$ cat src/design/sdes_pkg.sv
// ----------------------------------------------------------------------------
// sdes_pkg
// Shared types, constants and round function for the 12-bit feistel cipher.
// ----------------------------------------------------------------------------
`default_nettype none

package sdes_pkg;

  localparam int unsigned Rounds    = 3;
  localparam int unsigned KeyBits   = 9;
  localparam int unsigned HalfBits  = 6;
  localparam int unsigned BlockBits = 2 * HalfBits;
  localparam int unsigned RkeyBits  = 8;

  typedef logic [HalfBits-1:0]  half_t;
  typedef logic [BlockBits-1:0] block_t;
  typedef logic [KeyBits-1:0]   key_t;
  typedef logic [RkeyBits-1:0]  rkey_t;
  typedef logic [2:0]           sout_t;

  typedef struct packed {
    logic  valid;
    half_t left;
    half_t right;
  } stage_t;

  localparam sout_t SboxOne [16] = '{
    3'd5, 3'd2, 3'd1, 3'd6, 3'd3, 3'd4, 3'd7, 3'd0,
    3'd1, 3'd4, 3'd6, 3'd2, 3'd0, 3'd7, 3'd5, 3'd3
  };

  localparam sout_t SboxTwo [16] = '{
    3'd4, 3'd0, 3'd6, 3'd5, 3'd7, 3'd1, 3'd3, 3'd2,
    3'd5, 3'd3, 3'd0, 3'd7, 3'd6, 3'd2, 3'd1, 3'd4
  };

  function automatic rkey_t expand_half(half_t v);
    return {v[5], v[4], v[2], v[3], v[2], v[3], v[1], v[0]};
  endfunction

  function automatic half_t round_function(half_t half, rkey_t rkey);
    rkey_t x;
    x = expand_half(half) ^ rkey;
    return {SboxOne[x[7:4]], SboxTwo[x[3:0]]};
  endfunction

endpackage

`default_nettype wire

$ cat src/design/sdes_key_sched.sv
// ----------------------------------------------------------------------------
// sdes_key_sched
// Key register and fixed bit rotation that forms every round key.
// ----------------------------------------------------------------------------
`default_nettype none

module sdes_key_sched (
  input  wire logic                                          clk_i,
  input  wire logic                                          rst_ni,
  input  wire logic                                          cfg_we_i,
  input  wire sdes_pkg::key_t                                cfg_wdata_i,
  output sdes_pkg::key_t                                     key_o,
  output sdes_pkg::rkey_t [sdes_pkg::Rounds-1:0]             rkey_o
);

  sdes_pkg::key_t key_q, key_d;

  assign key_d = cfg_we_i ? cfg_wdata_i : key_q;

  always_ff @(posedge clk_i or negedge rst_ni) begin
    if (!rst_ni) begin
      key_q <= '0;
    end else begin
      key_q <= key_d;
    end
  end

  assign key_o = key_q;

  // round r, bit j takes key bit (j - r) mod 9
  for (genvar r = 0; r < sdes_pkg::Rounds; r++) begin : g_round
    for (genvar j = 0; j < sdes_pkg::RkeyBits; j++) begin : g_bit
      localparam int unsigned Src =
        (j + sdes_pkg::KeyBits - (r % sdes_pkg::KeyBits)) % sdes_pkg::KeyBits;
      assign rkey_o[r][j] = key_q[Src];
    end
  end

endmodule

`default_nettype wire

$ cat src/design/sdes_round.sv
// ----------------------------------------------------------------------------
// sdes_round
// One feistel round followed by its pipeline register.
// ----------------------------------------------------------------------------
`default_nettype none

module sdes_round (
  input  wire logic             clk_i,
  input  wire logic             rst_ni,
  input  wire sdes_pkg::stage_t stage_i,
  input  wire sdes_pkg::rkey_t  rkey_i,
  output sdes_pkg::stage_t      stage_o
);

  logic            valid_q, valid_d;
  sdes_pkg::half_t left_q, left_d;
  sdes_pkg::half_t right_q, right_d;

  assign valid_d = stage_i.valid;
  assign left_d  = stage_i.right;
  assign right_d = stage_i.left ^ sdes_pkg::round_function(stage_i.right, rkey_i);

  always_ff @(posedge clk_i or negedge rst_ni) begin
    if (!rst_ni) begin
      valid_q <= 1'b0;
    end else begin
      valid_q <= valid_d;
    end
  end

  // payload only moves with a valid item
  always_ff @(posedge clk_i) begin
    if (valid_d) begin
      left_q  <= left_d;
      right_q <= right_d;
    end
  end

  assign stage_o = '{valid: valid_q, left: left_q, right: right_q};

endmodule

`default_nettype wire

$ cat src/design/simplified_des_encrypt.sv
// ----------------------------------------------------------------------------
// simplified_des_encrypt
// Pipelined 12-bit feistel encryptor with a 9-bit key register.
// ----------------------------------------------------------------------------
// usage
//   config: write the 9-bit key with cfg_we_i/cfg_wdata_i while no item is in
//   flight; the key register resets to zero.
//   input: an item is taken at each edge where start_i is high and busy_o is
//   low; busy_o stays low, so an item can be given in every cycle.
//   output: cipher_block_o is valid for the one cycle in which done_o is high;
//   the receiver cannot stall, results are never held back.
// pipeline and throughput
//   one pipeline register per round, so each result passes through every
//   round register in order, and one item per cycle is sustained.
//   the round logic is two xor levels and two 16-entry s-box lookups per stage.
// reset
//   rst_ni clears the key and every stage valid bit; items in flight are
//   dropped.
// ----------------------------------------------------------------------------
`default_nettype none

module simplified_des_encrypt (
  input  wire logic                     clk_i,
  input  wire logic                     rst_ni,
  input  wire logic                     cfg_we_i,
  input  wire logic [sdes_pkg::KeyBits-1:0]   cfg_wdata_i,
  input  wire logic                     start_i,
  output logic                          busy_o,
  input  wire logic [sdes_pkg::BlockBits-1:0] plain_block_i,
  output logic                          done_o,
  output logic [sdes_pkg::BlockBits-1:0]      cipher_block_o
);

  sdes_pkg::key_t                        key;
  sdes_pkg::rkey_t [sdes_pkg::Rounds-1:0] rkey;
  sdes_pkg::stage_t                      stage [sdes_pkg::Rounds+1];

  assign busy_o = 1'b0;

  sdes_key_sched u_key_sched (
    .clk_i       (clk_i),
    .rst_ni      (rst_ni),
    .cfg_we_i    (cfg_we_i),
    .cfg_wdata_i (cfg_wdata_i),
    .key_o       (key),
    .rkey_o      (rkey)
  );

  assign stage[0] = '{
    valid: start_i & ~busy_o,
    left:  plain_block_i[sdes_pkg::BlockBits-1:sdes_pkg::HalfBits],
    right: plain_block_i[sdes_pkg::HalfBits-1:0]
  };

  for (genvar r = 0; r < sdes_pkg::Rounds; r++) begin : g_round
    sdes_round u_round (
      .clk_i   (clk_i),
      .rst_ni  (rst_ni),
      .stage_i (stage[r]),
      .rkey_i  (rkey[r]),
      .stage_o (stage[r+1])
    );
  end

  assign done_o         = stage[sdes_pkg::Rounds].valid;
  assign cipher_block_o = {stage[sdes_pkg::Rounds].left, stage[sdes_pkg::Rounds].right};

`ifndef SYNTHESIS
  a_item_delivered: assert property (@(posedge clk_i) disable iff (!rst_ni)
    (start_i && !busy_o) |-> ##(sdes_pkg::Rounds) done_o)
    else $error("accepted item did not complete");

  a_no_spurious_done: assert property (@(posedge clk_i) disable iff (!rst_ni)
    done_o |-> $past(start_i && !busy_o, sdes_pkg::Rounds))
    else $error("result without an accepted item");

  a_first_rkey: assert property (@(posedge clk_i) disable iff (!rst_ni)
    rkey[0] == key[sdes_pkg::RkeyBits-1:0])
    else $error("first round key does not match key");
`endif

endmodule

`default_nettype wire

$ cat config.mk
export PLATFORM = sky130hd
export DESIGN_NAME = simplified_des_encrypt
export DESIGN_NICKNAME = d
export VERILOG_FILES = /design/src/design/sdes_pkg.sv /design/src/design/sdes_key_sched.sv /design/src/design/sdes_round.sv /design/src/design/simplified_des_encrypt.sv
export SDC_FILE = /design/constraint.sdc
export NUM_CORES = 1
export LEC_CHECK = 0
export ABC_AREA = 1
export BUFFER_PORTS_ARGS = -buffer_cell sky130_fd_sc_hd__buf_2
export CORE_UTILIZATION = 63
export CTS_BUF_LIST = sky130_fd_sc_hd__clkbuf_16
export CTS_CLUSTER_SIZE = 8
export DETAILED_ROUTE_END_ITERATION = 6
export PLACE_DENSITY = 0.95
export SLEW_MARGIN = 20
export SYNTH_ARGS = -nofsm -noshare
export SYNTH_HDL_FRONTEND = slang
export SYNTH_HIERARCHICAL = 1
export SYNTH_SLANG_ARGS = --single-unit
$ cat constraint.sdc
create_clock -name clk_i -period 3.45 [get_ports clk_i]
set_input_delay 0.69 -clock clk_i [delete_from_list [all_inputs] [get_ports clk_i]]
set_output_delay 0.69 -clock clk_i [all_outputs]
set_load 0.02 [all_outputs]
# Word level (Yosys, flattened, before mapping)
# Memories as Yosys holds them, arrays and structs flattened.
# Index checks and enable logic that the tools add are counted.
# totals
output_inout_bits,14
memories,6
mem_bits_ro,288
word_cells,46
in_bits,25
register_bits,48
# classes
n_mux,12
bitwise_logic,12
magnitude_cmp,6
# mem_list
memory,depth,width,read_ports,rd_ports_with_merged_regs,write_ports,line_no,rtl
(no name shown),16,3,1,0,0,sdes_pkg.sv:44,"return {SboxOne[x[7:4]], SboxTwo[x[3:0]]};"
(no name shown),16,3,1,0,0,sdes_pkg.sv:44,
(no name shown),16,3,1,0,0,sdes_pkg.sv:44,
(no name shown),16,3,1,0,0,sdes_pkg.sv:44,
(no name shown),16,3,1,0,0,sdes_pkg.sv:44,
(no name shown),16,3,1,0,0,sdes_pkg.sv:44,
# ops
op,count
$mux 3,12
$ge 5x5->1 const B,6
$not 4->5,6
$xor 8x8->8,3
$xor 6x6->6,3

# Longest topological paths before layout
# Gate-level depths: netlist (run 1).
# depth
ltp_word,6
mapped_depth,13
ltp_nobuf,12

# Modules after synthesis
# The synthesis (run 1) kept the hierarchy.
# by_module_without_submodules
module,area_per_inst_um2,n_inst,cells_each,seq_area_each_um2
sdes_round (g_round[1].u_round ...),929.6,2,129,385.4
sdes_round (g_round[0].u_round),848.3,1,104,385.4
sdes_key_sched,521.8,1,62,225.2
simplified_des_encrypt,11.3,1,2,0.0

# Worst setup path before layout (run 1)
# OpenSTA, ideal clock, no wires.
# synth_path
kind,input -> register
from,input plain_block_i[0] (netlist bit)
to,register g_round[0].u_round.right_q[0] (data pin)
path_buffers,0
setup_ns,0.252
required_ns,3.198
setup_slack_ns,1.669
stages,12
arrival_time_ns,1.529
path_cell_list,inv_1 > nand2_1 > nand2_1 > inv_1 > ha_1 > nand3b_1 > nand2_1 > inv_1 > nand2_1 > nand2_1 > nand2_1 > nand2_1
# synth_between
elab_chain_len,6
# synth_rtl
element,line_no,rtl
start: declaration,simplified_des_encrypt.sv:29,"input wire logic [sdes_pkg::BlockBits-1:0] plain_block_i,"
$xor 8x8->8,sdes_pkg.sv:43,x = expand_half(half) ^ rkey;
$not 4->5 (not written as such),sdes_pkg.sv:44,
$mem_v2 16x3,--,
$mux 3 (not written as such) (2 in a row),sdes_pkg.sv:44,
$xor 6x6->6,sdes_round.sv:21,"assign right_d = stage_i.left ^ sdes_pkg::round_function(stage_i.right, rkey_i);"
via g_round[0].u_round.right_d[0],sdes_round.sv:17,"sdes_pkg::half_t right_q, right_d;"
end signal: assignment,sdes_round.sv:35,right_q <= right_d;
end: declaration,sdes_round.sv:17,
# The timed path passes the listed nets, and every way through them passes these cells. The select of a mux whose other input is x is not followed.
# A chain may end at the register's enable or synchronous reset.

# Worst setup path after layout (run 1)
# layout_path
from,register u_key_sched.key_q[7] (netlist: u_key_sched/key_o[7])
to,register g_round[2].u_round.right_q[2] (data pin)
# layout_between
elab_chain_len,6
# layout_rtl
element,line_no,rtl
start: declaration,sdes_key_sched.sv:16,"sdes_pkg::key_t key_q, key_d;"
start signal: assignment,sdes_key_sched.sv:24,key_q <= key_d;
$xor 8x8->8,sdes_pkg.sv:43,
$not 4->5 (not written as such),sdes_pkg.sv:44,
$mem_v2 16x3,--,
$mux 3 (not written as such) (2 in a row),sdes_pkg.sv:44,
$xor 6x6->6,sdes_round.sv:21,
via g_round[2].u_round.right_d[2],sdes_round.sv:17,
end signal: assignment,sdes_round.sv:35,
end: declaration,sdes_round.sv:17,
# The timed path passes the listed nets, and every way through them passes these cells. The select of a mux whose other input is x is not followed.

==> results.md, run 1 <==
* Crit path kind: reg -> reg
* Hold Fails Final Rpt at 0
* GRT Total Usage at 24.50%
* # setup viols final at 0
* Flop pwr share at 41.9%
* TritonCTS buffer count at 5
* PwrDens at 555.2 nW/um^2
* Die Wd at 73.72 um
* Setup repair bufs after CTS at 0
* CTS resizes at 0
* Final ANT Viol Nets at 0
* Global route overflow at 0
* Post-DP HPWL at 4560 um
* Unique masters post-synth at 23
* Clock Latency Late Sink at 0.29 ns
* Critical Path End Type: flop
* Number of port buffers at 37
* Layout Utilization at 71.28%
* Largest net degree at the start of global routing at 16
* CTS Buffer Depth at 2
* Fin nets at 480
* Number of antenna violations at the first check in global routing at 0
* Final Wtd Congestion at 0.9041
* Setup crit start kind: flop
* Clock sinks at 48
* Final worst slack at 1.631 ns
* Fin. max-slew vios at 0
* DP Cell Count at 501
* Number of max-cap violations at 0
* Drt wl/cell at 11.58 um
* First-pass GRT wire length at 9970 um
* # rows at 25
* Mapped Area at 3241 um^2
* Clock share of power at 28.3%
* TritonCTS clock tree: built
* Core Box Area at 4848 um^2
* Clk pin slew, worst setup/hold paths at 0.06 ns
* Critical path arrival at 1.87 ns
* Via density at 5.079
* Slew HR at 65.16%
* Switching Power at 642.5 uW
* FMAX at 549.7 MHz
* Area growth syn-to-layout at 6.641%
* Vias in the first global route at 2377
* Total iterations of the first detailed-routing run at 4
* Leakage at 0.001872 uW
* Internal power at 1276 uW
* Worst-case clock skew at 0.004314 ns
* Sequential-to-total area share from yosys stat at 42.63%
* R2R Setup Slk at 1.63 ns
* Leading cell type in the layout, fill and taps excluded: nand2_1
* Chip height at 73.72 um
* Die area at 5435 um^2
* Layout cells sized above 1 at 11.99%
* Syn avg cell area at 7.607 um^2
* Synth Register Bits at 48
* Ant diodes at 0
* Setup_tns at 0 ns
* Final worst-path cycle share at 52.73%
* Critical Path RT at 3.50 ns
* Synthesized net count at 465
* Via count at 2585
* Final Critical Period at 1.819 ns
* Root buf cell: clkbuf_16
* Non-Filler Instances at 509
* Hold Path Class: in -> async
* Setup WS pre-CTS at 1.427 ns
* Sw frac at 33.49%
* Initial DRC Count at 158
* Combinational power share at 29.9%
* Most frequent cells in the layout: nand2_1, inv_1, buf_2
* Detailed Route WL at 5896 um
* RSZ-0062 raised after global routing: false
* Least-Margin Pin Slew at 0.5226 ns
* Synth warnings at 6
* Post-Synthesis Cells at 426
* Starting Density at 66.84%
* I/O pin count at 39
* Hold bufs inserted after CTS at 0
* Maximum vdd drop at 0.2853 mV
* DRC Markers at 0
* Htree depth at 2
* Status: finished clean
* Critical path fanouts, max at 5
[final timing paths]
kind                                                  to                          start  cells past startpoint
max                        g_round[2].u_round/right_q[2]           u_key_sched/key_o[7]                      8
min                           g_round[1].u_round/valid_q                         rst_ni                      1
max reg2reg                g_round[2].u_round/right_q[2]           u_key_sched/key_o[7]                      8
min reg2reg                 g_round[1].u_round/left_q[1]  g_round[0].u_round/right_q[1]                      0
max in group asynchronous     g_round[0].u_round/valid_q                         rst_ni                      1
min in group clk_i          g_round[1].u_round/left_q[1]  g_round[0].u_round/right_q[1]                      0
[area by class of cell]
cell class | count | area [um^2]
multi-input cells | 288 | 1409
fillers | 344 | 1393
flip-flops and latches | 48 | 1381
inverters | 61 | 229.0
repair buffers | 37 | 185.2
clock buffers | 5 | 125.1
well taps | 67 | 83.83
clock inverters | 3 | 42.54
[synth_stat cells]
master,count,area [um^2]
nand2_1,197,739.5
inv_1,59,221.5
edfxtp_1,36,1081
nand3_1,36,180.2
buf_4,28,210.2
ha_1,14,175.2
dfrtp_1,12,300.3
nand3b_1,9,67.56
xnor2_1,8,70.07
xor2_1,6,52.55
nand2_2,3,18.77
o21ai_0,3,15.01
nand4_1,2,12.51
nor2_1,2,7.510
or2_1,2,12.51
xor2_2,2,32.53
buf_6,1,11.26
clkinv_1,1,3.750
conb_1,1,3.750
inv_2,1,3.750
nand3_2,1,10.01
nor2_2,1,6.260
o21ai_1,1,5.000
[power groups by stage]
| stage | combinational (uW) | sequential [uW] | clock (uW) |
|---|---|---|---|
| 2_1_floorplan | 448 | 819 | 0 |
| 3_3_place_gp | 520 | 809 | 0 |
| 3_5_place_dp | 561 | 815 | 0 |
| 4_1_cts | 568 | 803 | 549 |
| 5_1_grt | 654 | 817 | 573 |
| 6_report | 573 | 804 | 542 |
[routing by layer]
metal / wire [um] / share of wire, % / vias up / global-route usage, %
met1: 2304 / 39 / 1146 / 26.64
met5: 0 / 0 / - / 0
met3: 319 / 5.4 / 19 / 6.036
met2: 3113 / 53 / 102 / 44.24
li1: - / - / 1318 / -
met4: 159 / 2.7 / 0 / 11.97
[cells by family (layout without fill, tap and decap cells)]
logic type / after synthesis / after routing / share of synthesized area (%)
xor gates and xnor gates: 16 / 16 / 4.788
AOI/OAI and AO/OA: 4 / 4 / 0.6175
and+or+nand+nor: 253 / 253 / 32.55
other: 1 / 1 / 0.1157
DFF: 48 / 48 / 42.63
adders and majority gates: 14 / 14 / 5.405
buffers and inverters: 90 / 106 / 13.90
[flip-flops by register name (all words and copies together) (netlist names)]
name	cells
u_key_sched/key_o	9
g_round.u_round/valid_q	3
g_round.u_round/right_q	18
g_round.u_round/left_q	18
[critical path: stages, from the launching register on]
cell	delay (ns)
dfrtp_1	0.48
inv_1	0.10
nand2_1	0.05
nand2_1	0.15
inv_1	0.11
ha_1	0.31
or2_1	0.24
nand3_1	0.09
nand2_1	0.05
[stage by stage]
| step | hold slack [ns] | cell area, um^2 | power, uW |
|---|---|---|---|
| 6_report | 0.2787 | 3456 | 1919 |
| 5_1_grt | 0.2882 | 3456 | 2043 |
| 4_1_cts | 0.2787 | 3456 | 1920 |
| 3_5_place_dp | 0.4772 | 3288 | 1376 |
| 3_3_place_gp | 0.4645 | 3288 | 1329 |
| 2_1_floorplan | 0.3944 | 3241 | 1267 |
No activity file was read; power rests on OpenSTA's default activity.
==> inputs of run 2 (changes only) <==
- CORE_UTILIZATION: 63 -> 59
- PLACE_DENSITY: 0.95 -> 0.93
- clock period: 3.45 -> 1.86 ns (I/O delays scaled with it)
==> run 2 against run 1 <==
- hold slack better by 0.0082 ns
- clock skew up 0.00086 ns
- combinational power is 90% higher
- largest cell class unchanged
- worst setup slack lost 1.5 ns
- critical path type unchanged
==> results.md, run 2 (synthesis results as in run 1) <==
* Hold Fails Final Rpt at 0 (unchanged)
* Least-Margin Pin Slew at 0.5658 ns (+0.04326 ns)
* PwrDens at 1032 nW/um^2 (+86%)
* Maximum vdd drop at 0.4594 mV (+61%)
* Setup_tns at 0 ns (unchanged)
* # setup viols final at 0 (unchanged)
* Final Wtd Congestion at 0.9029 (-0.13%)
* FMAX at 576.9 MHz (+5.0%)
* Via count at 2674 (+3.4%)
* R2r worst-path depth at 11 (+3)
* Number of port buffers at 37 (unchanged)
* Die Wd at 76.11 um (+3.2%)
* Starting Density at 62.26% (-4.6 points)
* Critical Path Start: u_key_sched/key_o[0]
* Core Box Area at 5205 um^2 (+7.4%)
* Fill cells at 407 (+18%)
* Critical path fanouts, max at 8 (+3)
* Clock Latency Late Sink at 0.29 ns (about the same)
* Clk pin slew, worst setup/hold paths at 0.07 ns (about the same)
* Number of antenna violations at the first check in global routing at 0 (unchanged)
* GRT Total Usage at 23.75% (-0.75 points)
* Global route overflow at 0 (unchanged)
* Total iterations of the first detailed-routing run at 5 (+1)
* Crit path largest cell delay at 0.46 ns (-0.02 ns)
* Fin. max-slew vios at 0 (unchanged)
* CP max stage cell: dfrtp_1
* Hold Path Class: in -> reg
* Leading cell type in the layout, fill and taps excluded: nand2_1
* Worst-case clock skew at 0.005176 ns (+0.0008618 ns)
* Stages on the worst setup path at 11 (+3)
* Delay-heaviest family, CP: simple AND/OR/NAND/NOR gates
* Largest net degree at the start of global routing at 17 (+1)
* Setup WS pre-CTS at 0.1387 ns (-1.289 ns)
* R2R Setup Slk at 0.13 ns (-1.50 ns)
* Clock sinks at 48 (unchanged)
* Final worst slack at 0.1267 ns (-1.504 ns)
* Most frequent cells in the layout: nand2_1, inv_1, buf_2
* Initial DRC Count at 139 (-12%)
* Ant diodes at 0 (unchanged)
* # rows at 26 (+4.0%)
* Setup crit start kind: flop
* Vias in the first global route at 2559 (+7.7%)
* Area growth syn-to-layout at 7.761%
* Critical Path RT at 1.91 ns (-1.59 ns)
* Slew HR at 62.28% (-2.9 points)
* Final worst-path cycle share at 93.19% (+40 points)
* Die area at 5793 um^2 (+6.6%)
* TritonCTS clock tree: built
* CP bufs+invs at 3 (+1)
* Status: finished clean
* Final Critical Period at 1.733 ns (-0.08588 ns)
* Setup crit end: g_round[1].u_round/right_q[2]
* Post-DP HPWL at 4524 um (-0.78%)
* RR Startpoint: u_key_sched/key_o[0]
* Reg-to-reg critical path endpoint: g_round[1].u_round/right_q[2]
* Via density at 5.192 (+2.2%)
* Htree depth at 2 (unchanged)
* DRC Markers at 0 (unchanged)
* CP cell instances: inv_1, nand2_1, nand2_2, inv_1, ha_1, inv_1, nand2_1, nand3_1, nand2_1, nand2_1, nand2_1
* RSZ-0062 raised after global routing: false
* I/O pin count at 39 (unchanged)
* Chip height at 76.11 um (+3.2%)
* Root buf cell: clkbuf_16
* Drt wl/cell at 11.97 um (+3.4%)
* Detailed Route WL at 6167 um (+4.6%)
* Critical path arrival at 1.78 ns (-0.09 ns)
* Number of max-cap violations at 0 (unchanged)
* Layout Utilization at 67.09% (-4.2 points)
* Final ANT Viol Nets at 0 (unchanged)
* Fin nets at 483 (+0.63%)
* First-pass GRT wire length at 11100 um (+11%)
* Critical Path End Type: flop
* Most frequent CP cell: nand2_1
* Layout cells sized above 1 at 12.58% (+0.59 points)
* Leakage at 0.001890 uW (+0.97%)
* Crit path kind: reg -> reg
* CTS Buffer Depth at 2 (unchanged)
* TritonCTS buffer count at 5 (unchanged)
==> run 2: cell count changes in the layout (fill, tap and decap cells not counted), sizes merged <==
cell	before	now
dlygate4sd3	0	1
buf	37	39
clkinvlp	1	0
clkinv	2	3
==> run 2: worst register-to-register path: stages (launching register included) <==
cell     delay [ns]
dfrtp_1        0.46
inv_1          0.09
nand2_1        0.07
nand2_2        0.14
inv_1          0.09
ha_1           0.22
inv_1          0.08
nand2_1        0.07
nand3_1        0.10
nand2_1        0.06
nand2_1        0.07
nand2_1        0.05
==> run 2: how the worst min path moves through the flow <==
stage                           startpoint                           end  slack (ns)  depth (start not counted)
after floorplan                     rst_ni    g_round[0].u_round/valid_q        0.08                          0
after global placement              rst_ni          u_key_sched/key_o[2]        0.27                          1
after detailed placement            rst_ni          u_key_sched/key_o[2]        0.27                          1
after CTS                   cfg_wdata_i[5]          u_key_sched/key_o[5]        0.29                          3
after global routing      plain_block_i[1]  g_round[0].u_round/left_q[1]        0.29                          1
final                       cfg_wdata_i[1]          u_key_sched/key_o[1]        0.29                          3
==> run 2: repair_timing <==
item,4_1_cts,5_1_grt
endpoints found under the hold margin,12,0
resized for setup,0,1
setup endpoints to repair,0,2
buffers inserted,0,0
hold buffers,1,0
==> run 2: power breakdown <==
part / total (uW) / switching (uW) / internal [uW]
combinational: 1090 / 704 / 384
sequential: 1490 / 130 / 1360
clock: 1030 / 390 / 638
total: 3600 / 1220 / 2380
==> run 2: final cells by class <==
cell class	count	area [um^2]	share of cell area (%)
Clock inverter	3	47.55	1.362
Multi-Input combinational cell	288	1411	40.42
Tap cell	70	87.58	2.508
Timing Repair Buffer	40	210.2	6.019
Sequential cell	48	1381	39.56
Clock buffer	5	125.1	3.583
Inverter	61	229.0	6.557
==> run 2: per-layer routing <==
layer	vias up	global-route usage [%]	wire (um)	share of wire, %
met5	-	0	0	0
met4	0	6.154	93	1.5
met3	12	3.593	451	7.3
met2	116	44.82	3204	52
met1	1223	28.04	2417	39
li1	1323	-	-	-
==> run 2: stage by stage <==
stage	std cells	hold slack, ns	area (um^2)	power, uW
2_1_floorplan	426	0.07641	3241	2351
3_3_place_gp	506	0.2696	3307	2484
3_5_place_dp	506	0.2749	3307	2562
4_1_cts	515	0.2856	3490	3600
5_1_grt	515	0.2943	3492	3835
6_report	515	0.2869	3492	3604
